**config.mk**
```make
export PLATFORM = sky130hd
export DESIGN_NAME = gregorian_date_day_arithmetic_top
export DESIGN_NICKNAME = d
export VERILOG_FILES = /design/src/gdda_pkg.sv /design/src/gdda_div.sv /design/src/gdda_core.sv /design/src/gregorian_date_day_arithmetic_top.sv
export VERILOG_INCLUDE_DIRS = /design/src /design/src/src
export SDC_FILE = /design/constraint.sdc
export NUM_CORES = 2
export LEC_CHECK = 0
export ABC_CLOCK_PERIOD_IN_PS = 13950
export BUFFER_PORTS_ARGS = -buffer_cell sky130_fd_sc_hd__buf_2
export CORE_AREA = 4 4 446 448
export DETAILED_ROUTE_END_ITERATION = 10
export DIE_AREA = 0 0 450 452
export GPL_TIMING_DRIVEN = 0
export HOLD_SLACK_MARGIN = 0.1
export PLACE_DENSITY = 0.59
export SYNTH_ARGS = -nofsm -noshare
export SYNTH_HDL_FRONTEND = slang
export SYNTH_SLANG_ARGS = --single-unit
```
**constraint.sdc**
```tcl
create_clock -name clock -period 13.95 [get_ports clock]
set_input_delay 2.79 -clock clock [delete_from_list [all_inputs] [get_ports clock]]
set_output_delay 2.79 -clock clock [all_outputs]
set_load 0.1 [all_outputs]
```
**src/assert_macros.svh**
```systemverilog
`ifndef ASSERT_MACROS_SVH
`define ASSERT_MACROS_SVH

// Same-cycle implication, disabled during reset
`define CHK_IMPLY(lbl, clk, rst, ante, cons, msg) \
   lbl: assert property (@(posedge clk) disable iff (rst) (ante) |-> (cons)) else $error(msg);

// Next-cycle implication, disabled during reset
`define CHK_NEXT(lbl, clk, rst, ante, cons, msg) \
   lbl: assert property (@(posedge clk) disable iff (rst) (ante) |=> (cons)) else $error(msg);

`endif

```
**src/gdda_pkg.sv**
```systemverilog
package gdda_pkg;

   // Shared divider geometry
   localparam int DIV_DW = 30;
   localparam int DIV_SW = 21;
   localparam int JD_W   = 23;

   // Action codes
   localparam logic [2:0] ACT_SET   = 3'd0;
   localparam logic [2:0] ACT_ADV   = 3'd1;
   localparam logic [2:0] ACT_BACK  = 3'd2;
   localparam logic [2:0] ACT_MONTH = 3'd3;
   localparam logic [2:0] ACT_DIFF  = 3'd4;

   // Status codes
   localparam logic [1:0] STS_OK      = 2'd0;
   localparam logic [1:0] STS_DEFAULT = 2'd1;
   localparam logic [1:0] STS_RANGE   = 2'd2;

   // Default date and day number limits
   localparam logic [3:0]  DEF_MONTH = 4'd5;
   localparam logic [4:0]  DEF_DAY   = 5'd11;
   localparam logic [13:0] DEF_YEAR  = 14'd1959;
   localparam logic [13:0] YEAR_MAX  = 14'd9999;
   localparam logic [22:0] DEF_JD    = 23'd2436700;
   localparam logic signed [24:0] JD_MIN = 25'sd1721426;
   localparam logic signed [24:0] JD_MAX = 25'sd5373484;

   typedef struct packed {
      logic [3:0]         cur_month;
      logic [4:0]         cur_day;
      logic [13:0]        cur_year;
      logic [8:0]         day_of_year;
      logic [2:0]         weekday;
      logic signed [22:0] days_between;
      logic [1:0]         status;
   } gdda_result_type;

   // Days in month m of a year with the given leap flag
   function automatic logic [4:0] month_len(input logic leap, input logic [3:0] m);
      logic [4:0] len;
      case (m)
         4'd2:    len = leap ? 5'd29 : 5'd28;
         4'd4:    len = 5'd30;
         4'd6:    len = 5'd30;
         4'd9:    len = 5'd30;
         4'd11:   len = 5'd30;
         default: len = 5'd31;
      endcase
      return len;
   endfunction

endpackage

```
**src/gdda_div.sv**
```systemverilog
module gdda_div (
   input  logic                          clock,
   input  logic                          reset,
   input  logic                          start,
   input  logic [gdda_pkg::DIV_DW-1:0]   dividend,
   input  logic [gdda_pkg::DIV_SW-1:0]   divisor,
   output logic                          done,
   output logic [gdda_pkg::DIV_DW-1:0]   quotient,
   output logic [gdda_pkg::DIV_SW-1:0]   remainder
);
   import gdda_pkg::*;
`include "assert_macros.svh"

   // Reciprocals floor(2^32 / d) of the divisors in use
   localparam logic [63:0] RADIX     = 64'd1 << 32;
   localparam logic [31:0] RCP_7     = 32'(RADIX / 64'd7);
   localparam logic [31:0] RCP_12    = 32'(RADIX / 64'd12);
   localparam logic [31:0] RCP_80    = 32'(RADIX / 64'd80);
   localparam logic [31:0] RCP_100   = 32'(RADIX / 64'd100);
   localparam logic [31:0] RCP_2447  = 32'(RADIX / 64'd2447);
   localparam logic [31:0] RCP_146K  = 32'(RADIX / 64'd146097);
   localparam logic [31:0] RCP_1461K = 32'(RADIX / 64'd1461001);

   typedef enum logic [2:0] {
      P_EST  = 3'b001,
      P_BACK = 3'b010,
      P_FIX  = 3'b100
   } div_phase_type;

   logic              busy_ff, busy_in;
   logic              done_ff, done_in;
   div_phase_type     phase_ff, phase_in;
   logic [DIV_DW-1:0] num_ff, num_in;
   logic [DIV_DW-1:0] quo_ff, quo_in;
   logic [DIV_SW-1:0] dsr_ff, dsr_in;
   logic [31:0]       rcp_ff, rcp_in;
   logic [DIV_SW:0]   rem_ff, rem_in;
   logic [31:0]       rcp_sel;
   logic [DIV_DW+31:0]       est;
   logic [DIV_DW+DIV_SW-1:0] back;

   // Look up the reciprocal of the requested divisor
   always_comb begin
      case (divisor)
         DIV_SW'(7):       rcp_sel = RCP_7;
         DIV_SW'(12):      rcp_sel = RCP_12;
         DIV_SW'(80):      rcp_sel = RCP_80;
         DIV_SW'(100):     rcp_sel = RCP_100;
         DIV_SW'(2447):    rcp_sel = RCP_2447;
         DIV_SW'(146097):  rcp_sel = RCP_146K;
         DIV_SW'(1461001): rcp_sel = RCP_1461K;
         default:          rcp_sel = '0;
      endcase
   end

   // Quotient estimate, at most one below the true quotient
   assign est  = {{32{1'b0}}, num_ff} * {{DIV_DW{1'b0}}, rcp_ff};
   // Estimate times divisor, to recover the remainder
   assign back = {{DIV_SW{1'b0}}, quo_ff} * {{DIV_DW{1'b0}}, dsr_ff};

   // Estimate, multiply back, then one compare and subtract
   always_comb begin
      busy_in  = busy_ff;
      done_in  = 1'b0;
      phase_in = phase_ff;
      num_in   = num_ff;
      quo_in   = quo_ff;
      dsr_in   = dsr_ff;
      rcp_in   = rcp_ff;
      rem_in   = rem_ff;
      if (busy_ff) begin
         case (phase_ff)
            P_EST: begin
               quo_in   = est[DIV_DW+31:32];
               phase_in = P_BACK;
            end
            P_BACK: begin
               rem_in   = (DIV_SW+1)'(num_ff - back[DIV_DW-1:0]);
               phase_in = P_FIX;
            end
            default: begin
               if (rem_ff >= {1'b0, dsr_ff}) begin
                  quo_in = quo_ff + 1'b1;
                  rem_in = rem_ff - {1'b0, dsr_ff};
               end
               phase_in = P_EST;
               busy_in  = 1'b0;
               done_in  = 1'b1;
            end
         endcase
      end else if (start && !done_ff) begin
         busy_in  = 1'b1;
         phase_in = P_EST;
         num_in   = dividend;
         dsr_in   = divisor;
         rcp_in   = rcp_sel;
      end
   end

   always_ff @(posedge clock) begin
      if (reset) begin
         busy_ff  <= 1'b0;
         done_ff  <= 1'b0;
         phase_ff <= P_EST;
      end else begin
         busy_ff  <= busy_in;
         done_ff  <= done_in;
         phase_ff <= phase_in;
      end
      num_ff <= num_in;
      quo_ff <= quo_in;
      dsr_ff <= dsr_in;
      rcp_ff <= rcp_in;
      rem_ff <= rem_in;
   end

   assign done      = done_ff;
   assign quotient  = quo_ff;
   assign remainder = rem_ff[DIV_SW-1:0];

   `CHK_IMPLY(a_done_idle, clock, reset, done_ff, !busy_ff, "divider done while busy")
   `CHK_NEXT(a_fix_done, clock, reset, busy_ff && phase_ff == P_FIX, done_ff && !busy_ff, "divider did not finish")
   `CHK_IMPLY(a_rem_range, clock, reset, done_ff, rem_ff < {1'b0, dsr_ff}, "remainder not below divisor")

endmodule

```
**src/gdda_core.sv**
```systemverilog
module gdda_core (
   input  logic                      clock,
   input  logic                      reset,
   input  logic                      item_valid,
   output logic                      item_ready,
   input  logic [2:0]                in_action,
   input  logic [3:0]                in_month,
   input  logic [4:0]                in_day,
   input  logic [13:0]               in_year,
   input  logic [21:0]               in_day_count,
   output logic                      res_valid,
   input  logic                      res_ready,
   output gdda_pkg::gdda_result_type res
);
   import gdda_pkg::*;
`include "assert_macros.svh"

   typedef enum logic [14:0] {
      S_IDLE     = 15'b000000000000001,
      S_TJ_MUL   = 15'b000000000000010,
      S_TJ_CEN   = 15'b000000000000100,
      S_FJ_N     = 15'b000000000001000,
      S_FJ_I     = 15'b000000000010000,
      S_FJ_J     = 15'b000000000100000,
      S_FJ_K     = 15'b000000001000000,
      S_DISPATCH = 15'b000000010000000,
      S_CHECK    = 15'b000000100000000,
      S_ADV_LOAD = 15'b000001000000000,
      S_LEAP     = 15'b000010000000000,
      S_FIN      = 15'b000100000000000,
      S_FIN_YDAY = 15'b001000000000000,
      S_FIN_WDAY = 15'b010000000000000,
      S_DONE     = 15'b100000000000000
   } gdda_state_type;

   gdda_state_type state_ff, state_in;
   gdda_state_type tj_ret_ff, tj_ret_in;
   gdda_state_type fj_ret_ff, fj_ret_in;

   logic [13:0] date_y_ff, date_y_in;
   logic [3:0]  date_m_ff, date_m_in;
   logic [4:0]  date_d_ff, date_d_in;

   logic [2:0]  act_ff, act_in;
   logic [3:0]  im_ff, im_in;
   logic [4:0]  id_ff, id_in;
   logic [13:0] iy_ff, iy_in;
   logic [21:0] cnt_ff, cnt_in;

   logic [13:0] ty_ff, ty_in;
   logic [3:0]  tm_ff, tm_in;
   logic [4:0]  td_ff, td_in;
   logic [8:0]  p_ff, p_in;
   logic [22:0] jd_ff, jd_in;
   logic [22:0] cur_ff, cur_in;
   logic [22:0] fj_ff, fj_in;
   logic [22:0] l_ff, l_in;
   logic [7:0]  n_ff, n_in;
   logic [9:0]  i_ff, i_in;
   logic [5:0]  j_ff, j_in;
   logic [13:0] fy_ff, fy_in;
   logic [3:0]  fm_ff, fm_in;
   logic [4:0]  fd_ff, fd_in;

   logic [1:0]         status_ff, status_in;
   logic signed [22:0] diff_ff, diff_in;
   logic [8:0]         doy_ff, doy_in;
   logic [2:0]         wday_ff, wday_in;

   // Shared divider
   logic              div_start, div_done;
   logic [DIV_DW-1:0] div_num, div_quo;
   logic [DIV_SW-1:0] div_den, div_rem;

   gdda_div u_div (
      .clock     (clock),
      .reset     (reset),
      .start     (div_start),
      .dividend  (div_num),
      .divisor   (div_den),
      .done      (div_done),
      .quotient  (div_quo),
      .remainder (div_rem)
   );

   // Day number from date: month term and century term
   logic              am;
   logic [3:0]        mm;
   logic [14:0]       cen, ya;
   logic [25:0]       y1461, jd_sum;
   logic [9:0]        q3;
   // Date from day number
   logic [23:0]       l0;
   logic [25:0]       nmul, l1;
   logic              l2;
   logic [14:0]       fy_calc;
   // Dispatch and result helpers
   logic signed [24:0] nj;
   logic              rt_ok, leap;
   logic [13:0]       ny;
   logic [3:0]        nm;
   logic [4:0]        mlen;
   logic [23:0]       diff_wide;
   logic [22:0]       doy_wide;

   assign am     = (tm_ff <= 4'd2);
   assign mm     = am ? tm_ff + 4'd10 : tm_ff - 4'd2;
   assign cen    = 15'(ty_ff) + (am ? 15'd4899 : 15'd4900);
   assign ya     = 15'(ty_ff) + (am ? 15'd4799 : 15'd4800);
   assign y1461  = 26'd1461 * 26'(ya);
   assign q3     = 10'd3 * 10'(div_quo[7:0]);
   assign jd_sum = 26'(td_ff) + (y1461 >> 2) + 26'(p_ff) - 26'(q3 >> 2) - 26'd32075;

   assign l0      = 24'(fj_ff) + 24'd68569;
   assign nmul    = 26'd146097 * 26'(div_quo[7:0]);
   assign l1      = 26'(l0) - ((nmul + 26'd3) >> 2);
   assign l2      = (j_ff >= 6'd11);
   assign fy_calc = 15'd100 * 15'(n_ff - 8'd49) + 15'(i_ff) + 15'(l2);

   assign nj = (act_ff == ACT_ADV) ? $signed({2'b00, jd_ff}) + $signed({3'b000, cnt_ff})
                                   : $signed({2'b00, jd_ff}) - $signed({3'b000, cnt_ff});
   assign rt_ok = (fy_ff == iy_ff) && (fm_ff == im_ff) && (fd_ff == id_ff);
   assign ny    = (date_m_ff >= 4'd12) ? date_y_ff + 14'd1 : date_y_ff;
   assign nm    = (date_m_ff >= 4'd12) ? 4'd1 : date_m_ff + 4'd1;
   assign leap  = ((ty_ff[1:0] == 2'd0) && (div_rem[6:0] != 7'd0)) ||
                  ((div_rem[6:0] == 7'd0) && (div_quo[1:0] == 2'd0));
   assign mlen  = month_len(leap, tm_ff);
   assign diff_wide = {1'b0, (rt_ok ? jd_ff : DEF_JD)} - {1'b0, cur_ff};
   assign doy_wide  = cur_ff - jd_ff + 23'd1;

   // Pick the divider operands for the current step
   always_comb begin
      div_num = '0;
      div_den = '0;
      case (state_ff)
         S_TJ_MUL: begin
            div_num = DIV_DW'(13'd367 * 13'(mm));
            div_den = DIV_SW'(12);
         end
         S_TJ_CEN: begin
            div_num = DIV_DW'(cen);
            div_den = DIV_SW'(100);
         end
         S_FJ_N: begin
            div_num = DIV_DW'({l0, 2'b00});
            div_den = DIV_SW'(146097);
         end
         S_FJ_I: begin
            div_num = 30'd4000 * (30'(l_ff) + 30'd1);
            div_den = DIV_SW'(1461001);
         end
         S_FJ_J: begin
            div_num = 30'd80 * 30'(l_ff);
            div_den = DIV_SW'(2447);
         end
         S_FJ_K: begin
            div_num = 30'd2447 * 30'(j_ff);
            div_den = DIV_SW'(80);
         end
         S_LEAP: begin
            div_num = DIV_DW'(ty_ff);
            div_den = DIV_SW'(100);
         end
         S_FIN_WDAY: begin
            div_num = DIV_DW'(cur_ff);
            div_den = DIV_SW'(7);
         end
         default: begin
            div_num = '0;
            div_den = '0;
         end
      endcase
   end

   assign div_start = !div_done &&
      (state_ff == S_TJ_MUL || state_ff == S_TJ_CEN || state_ff == S_FJ_N ||
       state_ff == S_FJ_I || state_ff == S_FJ_J || state_ff == S_FJ_K ||
       state_ff == S_LEAP || state_ff == S_FIN_WDAY);

   // Sequencer
   always_comb begin
      state_in  = state_ff;
      tj_ret_in = tj_ret_ff;
      fj_ret_in = fj_ret_ff;
      date_y_in = date_y_ff;
      date_m_in = date_m_ff;
      date_d_in = date_d_ff;
      act_in    = act_ff;
      im_in     = im_ff;
      id_in     = id_ff;
      iy_in     = iy_ff;
      cnt_in    = cnt_ff;
      ty_in     = ty_ff;
      tm_in     = tm_ff;
      td_in     = td_ff;
      p_in      = p_ff;
      jd_in     = jd_ff;
      cur_in    = cur_ff;
      fj_in     = fj_ff;
      l_in      = l_ff;
      n_in      = n_ff;
      i_in      = i_ff;
      j_in      = j_ff;
      fy_in     = fy_ff;
      fm_in     = fm_ff;
      fd_in     = fd_ff;
      status_in = status_ff;
      diff_in   = diff_ff;
      doy_in    = doy_ff;
      wday_in   = wday_ff;
      case (state_ff)
         S_IDLE: begin
            if (item_valid) begin
               act_in    = in_action;
               im_in     = in_month;
               id_in     = in_day;
               iy_in     = in_year;
               cnt_in    = in_day_count;
               ty_in     = date_y_ff;
               tm_in     = date_m_ff;
               td_in     = date_d_ff;
               status_in = STS_OK;
               diff_in   = '0;
               tj_ret_in = S_DISPATCH;
               state_in  = S_TJ_MUL;
            end
         end
         S_TJ_MUL: begin
            if (div_done) begin
               p_in     = div_quo[8:0];
               state_in = S_TJ_CEN;
            end
         end
         S_TJ_CEN: begin
            if (div_done) begin
               jd_in    = jd_sum[22:0];
               fj_in    = jd_sum[22:0];
               state_in = tj_ret_ff;
            end
         end
         S_FJ_N: begin
            if (div_done) begin
               n_in     = div_quo[7:0];
               l_in     = l1[22:0];
               state_in = S_FJ_I;
            end
         end
         S_FJ_I: begin
            if (div_done) begin
               i_in     = div_quo[9:0];
               l_in     = l_ff - 23'((23'd1461 * 23'(div_quo[9:0])) >> 2) + 23'd31;
               state_in = S_FJ_J;
            end
         end
         S_FJ_J: begin
            if (div_done) begin
               j_in     = div_quo[5:0];
               state_in = S_FJ_K;
            end
         end
         S_FJ_K: begin
            if (div_done) begin
               fd_in    = 5'(l_ff - div_quo[22:0]);
               fm_in    = l2 ? 4'(j_ff - 6'd10) : 4'(j_ff + 6'd2);
               fy_in    = fy_calc[13:0];
               state_in = fj_ret_ff;
            end
         end
         S_DISPATCH: begin
            cur_in   = jd_ff;
            state_in = S_FIN;
            if (act_ff == ACT_SET || act_ff == ACT_DIFF) begin
               if (iy_ff == 14'd0 || iy_ff > YEAR_MAX) begin
                  status_in = STS_RANGE;
               end else begin
                  ty_in     = iy_ff;
                  tm_in     = im_ff;
                  td_in     = id_ff;
                  tj_ret_in = S_FJ_N;
                  fj_ret_in = S_CHECK;
                  state_in  = S_TJ_MUL;
               end
            end else if (act_ff == ACT_ADV || act_ff == ACT_BACK) begin
               if (nj < JD_MIN || nj > JD_MAX) begin
                  status_in = STS_RANGE;
               end else begin
                  fj_in     = nj[22:0];
                  fj_ret_in = S_ADV_LOAD;
                  state_in  = S_FJ_N;
               end
            end else if (act_ff == ACT_MONTH) begin
               if (ny > YEAR_MAX) begin
                  status_in = STS_RANGE;
               end else begin
                  ty_in    = ny;
                  tm_in    = nm;
                  state_in = S_LEAP;
               end
            end
         end
         S_CHECK: begin
            if (act_ff == ACT_SET) begin
               if (rt_ok) begin
                  date_y_in = iy_ff;
                  date_m_in = im_ff;
                  date_d_in = id_ff;
               end else begin
                  date_y_in = DEF_YEAR;
                  date_m_in = DEF_MONTH;
                  date_d_in = DEF_DAY;
               end
            end else begin
               diff_in = $signed(diff_wide[22:0]);
            end
            status_in = rt_ok ? STS_OK : STS_DEFAULT;
            state_in  = S_FIN;
         end
         S_ADV_LOAD: begin
            date_y_in = fy_ff;
            date_m_in = fm_ff;
            date_d_in = fd_ff;
            state_in  = S_FIN;
         end
         S_LEAP: begin
            if (div_done) begin
               date_y_in = ty_ff;
               date_m_in = tm_ff;
               date_d_in = (date_d_ff < mlen) ? date_d_ff : mlen;
               state_in  = S_FIN;
            end
         end
         S_FIN: begin
            ty_in     = date_y_ff;
            tm_in     = date_m_ff;
            td_in     = date_d_ff;
            tj_ret_in = S_FIN_YDAY;
            state_in  = S_TJ_MUL;
         end
         S_FIN_YDAY: begin
            cur_in    = jd_ff;
            tm_in     = 4'd1;
            td_in     = 5'd1;
            tj_ret_in = S_FIN_WDAY;
            state_in  = S_TJ_MUL;
         end
         S_FIN_WDAY: begin
            if (div_done) begin
               doy_in   = doy_wide[8:0];
               wday_in  = div_rem[2:0];
               state_in = S_DONE;
            end
         end
         S_DONE: begin
            if (res_ready) begin
               state_in = S_IDLE;
            end
         end
         default: begin
            state_in = S_IDLE;
         end
      endcase
   end

   always_ff @(posedge clock) begin
      if (reset) begin
         state_ff  <= S_IDLE;
         tj_ret_ff <= S_DISPATCH;
         fj_ret_ff <= S_CHECK;
         date_y_ff <= DEF_YEAR;
         date_m_ff <= DEF_MONTH;
         date_d_ff <= DEF_DAY;
      end else begin
         state_ff  <= state_in;
         tj_ret_ff <= tj_ret_in;
         fj_ret_ff <= fj_ret_in;
         date_y_ff <= date_y_in;
         date_m_ff <= date_m_in;
         date_d_ff <= date_d_in;
      end
      act_ff    <= act_in;
      im_ff     <= im_in;
      id_ff     <= id_in;
      iy_ff     <= iy_in;
      cnt_ff    <= cnt_in;
      ty_ff     <= ty_in;
      tm_ff     <= tm_in;
      td_ff     <= td_in;
      p_ff      <= p_in;
      jd_ff     <= jd_in;
      cur_ff    <= cur_in;
      fj_ff     <= fj_in;
      l_ff      <= l_in;
      n_ff      <= n_in;
      i_ff      <= i_in;
      j_ff      <= j_in;
      fy_ff     <= fy_in;
      fm_ff     <= fm_in;
      fd_ff     <= fd_in;
      status_ff <= status_in;
      diff_ff   <= diff_in;
      doy_ff    <= doy_in;
      wday_ff   <= wday_in;
   end

   assign item_ready = (state_ff == S_IDLE);
   assign res_valid  = (state_ff == S_DONE);

   always_comb begin
      res.cur_month    = date_m_ff;
      res.cur_day      = date_d_ff;
      res.cur_year     = date_y_ff;
      res.day_of_year  = doy_ff;
      res.weekday      = wday_ff;
      res.days_between = diff_ff;
      res.status       = status_ff;
   end

   `CHK_IMPLY(a_date_sane, clock, reset, state_ff == S_DONE, date_m_ff >= 4'd1 && date_m_ff <= 4'd12 && date_d_ff != 5'd0 && wday_ff <= 3'd6, "bad date in result")
   `CHK_IMPLY(a_diff_only, clock, reset, state_ff == S_DONE && diff_ff != 23'sd0, act_ff == ACT_DIFF, "difference set by other action")
   `CHK_IMPLY(a_div_owner, clock, reset, div_done, state_ff == S_TJ_MUL || state_ff == S_TJ_CEN || state_ff == S_FJ_N || state_ff == S_FJ_I || state_ff == S_FJ_J || state_ff == S_FJ_K || state_ff == S_LEAP || state_ff == S_FIN_WDAY, "divider result with no consumer")

endmodule

```
**src/gregorian_date_day_arithmetic_top.sv**
```systemverilog
// Gregorian date unit with day arithmetic.
// Input channel req_*: one item per action (set date, advance days, go back
// days, add month, difference to another date). Result channel rsp_*: exactly
// one item per input item, carrying the date after the action, day of year,
// weekday (0 Monday), signed day difference and status.
// All divisions run on one shared divider that works by reciprocal
// multiplication with one correction step, and the sequencer waits on each
// division. An item takes 7 divisions for the current day number and the
// result fields, plus 6 for set or difference, 4 for advance or go back and
// 1 for add month. req_tready is high only while the sequencer is idle, so
// a new item is taken only once the last one has been handed on as a result.
// The result sits in an output register; the next item is accepted while it
// waits. If rsp_tready stays low the sequencer holds its finished result,
// and takes no items, until the register drains.
// Reset loads the date 1959-05-11 and empties the output register; no
// clearing pass is needed.
module gregorian_date_day_arithmetic_top (
   input  logic        clock,
   input  logic        reset,
   input  logic        req_tvalid,
   output logic        req_tready,
   // action[2:0], in_month[6:3], in_day[11:7], in_year[25:12], day_count[47:26]
   input  logic [47:0] req_tdata,
   output logic        rsp_tvalid,
   input  logic        rsp_tready,
   // cur_month[3:0], cur_day[8:4], cur_year[22:9], day_of_year[31:23],
   // weekday[34:32], days_between[57:35], status[59:58], zero[63:60]
   output logic [63:0] rsp_tdata
);
   import gdda_pkg::*;

   logic            res_valid, res_ready;
   gdda_result_type res;
   logic            rsp_valid_ff, rsp_valid_in;
   logic [63:0]     rsp_data_ff, rsp_data_in;

   gdda_core u_core (
      .clock        (clock),
      .reset        (reset),
      .item_valid   (req_tvalid),
      .item_ready   (req_tready),
      .in_action    (req_tdata[2:0]),
      .in_month     (req_tdata[6:3]),
      .in_day       (req_tdata[11:7]),
      .in_year      (req_tdata[25:12]),
      .in_day_count (req_tdata[47:26]),
      .res_valid    (res_valid),
      .res_ready    (res_ready),
      .res          (res)
   );

   // Load the output register when empty or being drained
   assign res_ready = !rsp_valid_ff || rsp_tready;

   always_comb begin
      rsp_valid_in = rsp_valid_ff;
      rsp_data_in  = rsp_data_ff;
      if (res_ready) begin
         rsp_valid_in = res_valid;
         if (res_valid) begin
            rsp_data_in = {4'd0, res.status, res.days_between, res.weekday,
                           res.day_of_year, res.cur_year, res.cur_day, res.cur_month};
         end
      end
   end

   always_ff @(posedge clock) begin
      if (reset) begin
         rsp_valid_ff <= 1'b0;
      end else begin
         rsp_valid_ff <= rsp_valid_in;
      end
      rsp_data_ff <= rsp_data_in;
   end

   assign rsp_tvalid = rsp_valid_ff;
   assign rsp_tdata  = rsp_data_ff;

endmodule
```
==> reports/metrics.yaml <==
outcome:
  status: "finished clean"
global_route:
  grt.overflow.total: 0
  grtUsageMet2_pct: 39.5
  grt_max_degree: 70
  grt_first_pass_wirelength_um: 381000
  gr-usage-met3_pct: 4.74
  antenna_found_initial: 25
  grt_pass1_vias: 61000
  busiest_layer: "met2"
  grtUsageTotal_pct: 24.8
  met1_usage_pct: 32.7
timing:
  clock_skew_ns: 0.0558
  finalSetupTns_ns: 0
  setup_viol: 0
  min_period_ns: 11.29
  fmax_mhz: 88.6
  finalMaxSlewViolations: 0
  hold_violations: 0
  slew_headroom_pct: 0.970
  rsz0062_at_grt: "false"
  period_share_pct: 80.9
  worst_slew_pin_slew_ns: 1.49
floorplan:
  io_pins: 118
  fp.dieW_um: 450
  die_h_um: 452
  fp-row-count: 162
  core_um2: 195000
  initial_core_util_pct: 39.9
  die_area_um2: 203000
finish:
  area_growth_pct: 7.75
  layout-drive-gt1-share_pct: 3.59
  fill_cells: 19200
  most-common-layout-cells: "inv_1 (1634), fa_1 (1154), nand2_1 (976)"
  fin_nets: 10600
  layout_commonest_cell: "inv_1"
  finalNonFillerCells: 11000
place:
  hpwl_um: 212000
  io_buffers: 112
  place_congestion: 0.996
  numPlacedInstances: 10900
clocking:
  clockBufferDepth: 3
  cts_tree: "yes"
  post_cts_buffers: 0
  cts_hold_buf: 0
  clkSinkCount: 479
  clk_pin_slew_worst_paths_ns: 0.06
  cts_resized: 0
  cts_root_buf: "clkbuf_16"
  cts-buffers-inserted: 57
  clock_latency_ns: 0.70
  htreeDepth: 2
synth:
  netlist.top_cell.by_area: "fa_1"
  synth_top_area_share_pct: 29.8
  ys_types: 103
  syn_avg_cell_area_um2: 9.41
  synth-edff-count: 429
  ys.flop_type: "edfxtp_1"
  synth.yosys.seq_area_share_pct: 17.9
  ys_warn_count: 0
  ys_top_cells_by_area: "fa_1 (30%), edfxtp_1 (17%), ha_1 (15%), inv_1 (7.9%), nand2_1 (4.7%)"
  ys_ff_latch: 479
  netlist_instances: 8243
  synthArstFlopShare_pct: 0
  netlist_area_um2: 77500
critical_path:
  cp_common_cell: "inv_1"
  required_ns: 14.38
  cp_max_fo: 8
  critPathMaxStageDelay_ns: 0.66
  critical_path_class: "register to register"
  start_kind: "register"
  critPathCaptureType: "register"
  cpMaxStageDelayCell: "edfxtp_1"
  cp.arrival_ns: 11.72
drt:
  final_antenna_net_count: 0
  firstDrtPassIters: 9
  num_vias: 59700
  routedWlPerCell_um: 23.0
  wl_um: 253000
  vias_per_cell: 5.41
  drc_errors: 0
  drtIter0Drc: 4998
min_path:
  hold_class: "register to register"
job:
  cap_viol_max_count: 0
[cell usage after synthesis, drive strengths merged (17+ instances only)]
cell type  instances
a21oi            317
o21ai            244
o21bai            48
nand2            976
o21a              59
dfxtp             50
a211oi            31
nor4              26
buf               26
o22ai             18
inv             1636
and3              43
o31ai             31
a221oi            24
xnor2            286
edfxtp           429
nor2b             62
nor2             339
nand2b            72
a222oi            18
nand3            113
fa              1154
and2             295
or2               22
o211ai            25
a21o              93
or3               29
nand4             30
ha               934
clkbuf           272
a31oi             25
xor2             167
a22oi             17
nor3              87
[layer usage]
| metal | wire length, um | up-vias |
|---|---|---|
| met5 | 76 | - |
| met4 | 13700 | 12 |
| met3 | 21200 | 513 |
| met2 | 114000 | 2391 |
| met1 | 104000 | 29900 |
| li1 | - | 26800 |
[logic make-up after synthesis]
logic type / after synthesis / share of synthesized area, %
XOR/XNOR: 453 / 5.12
multiplexers: 11 / 0.152
AND/OR/NAND/NOR: 2157 / 13.0
buffers and inverters: 1941 / 9.53
AO/OA/AOI/OAI: 1113 / 9.39
other: 1 / 0.00484
flip-flops: 479 / 17.9
adder cells (fa/ha/maj): 2088 / 44.9
[flip-flops by register name (all words and copies together), names as in the netlist, 23 cells and up]
register and count:
u_core.u_div.rcp_ff 26, u_core.fj_ff 23, u_core.cur_ff 23, u_core.u_div.num_ff 30, rsp_tdata 60, u_core.diff_ff 23, u_core.l_ff 23, u_core.jd_ff 23
[metrics by stage]
stage          hold WS [ns]  worst slack, ns  util [%]  area, um^2
3_5_place_dp          0.405             2.79      41.9       81500
6_report              0.415             2.66      42.9       83600
3_3_place_gp          0.404             2.93      41.8       81300
5_1_grt               0.425             2.01      42.9       83500
2_1_floorplan         0.400             4.29         -       77600
4_1_cts               0.416             2.76      42.9       83500
[critical path: cells and delay by family, from the launching register on]
| kind | cells | cell delay [ns] |
|---|---|---|
| adders and majority gates | 10 | 4.13 |
| AOI/OAI and AO/OA | 15 | 3.19 |
| and+or+nand+nor | 8 | 1.05 |
| buffers and inverters | 7 | 0.86 |
| xor gates and xnor gates | 4 | 0.80 |
| DFF | 1 | 0.66 |
| muxes | 1 | 0.32 |
[path summary, 6_finish.rpt]
path / end / cells after the start / slack (ns) / from
max reg2reg: u_core.fj_ff[22]$_DFFE_PP_ / 45 / 2.66 / u_core.tm_ff[0]$_DFFE_PP_
max: u_core.fj_ff[22]$_DFFE_PP_ / 45 / 2.66 / u_core.tm_ff[0]$_DFFE_PP_
min: rsp_tdata[40]$_DFFE_PP_ / 0 / 0.42 / u_core.diff_ff[5]$_SDFFCE_PN0P_
min reg2reg: rsp_tdata[40]$_DFFE_PP_ / 0 / 0.42 / u_core.diff_ff[5]$_SDFFCE_PN0P_
[layout make-up]
class | instances | area (um^2) | area share (%)
multi-input combinational | 5826 | 56300 | 67.4
tap | 2542 | 3180 | 3.81
clock buffer | 65 | 1490 | 1.78
timing repair buffer | 122 | 724 | 0.867
clock inverter | 40 | 536 | 0.641
antenna | 12 | 30.0 | 0.0359
buffer | 301 | 1240 | 1.48
sequential | 479 | 13900 | 16.6
inverter | 1640 | 6160 | 7.37
Power is not shown: default switching activity piles up to over one toggle a cycle in this logic, so the estimate is an artifact.
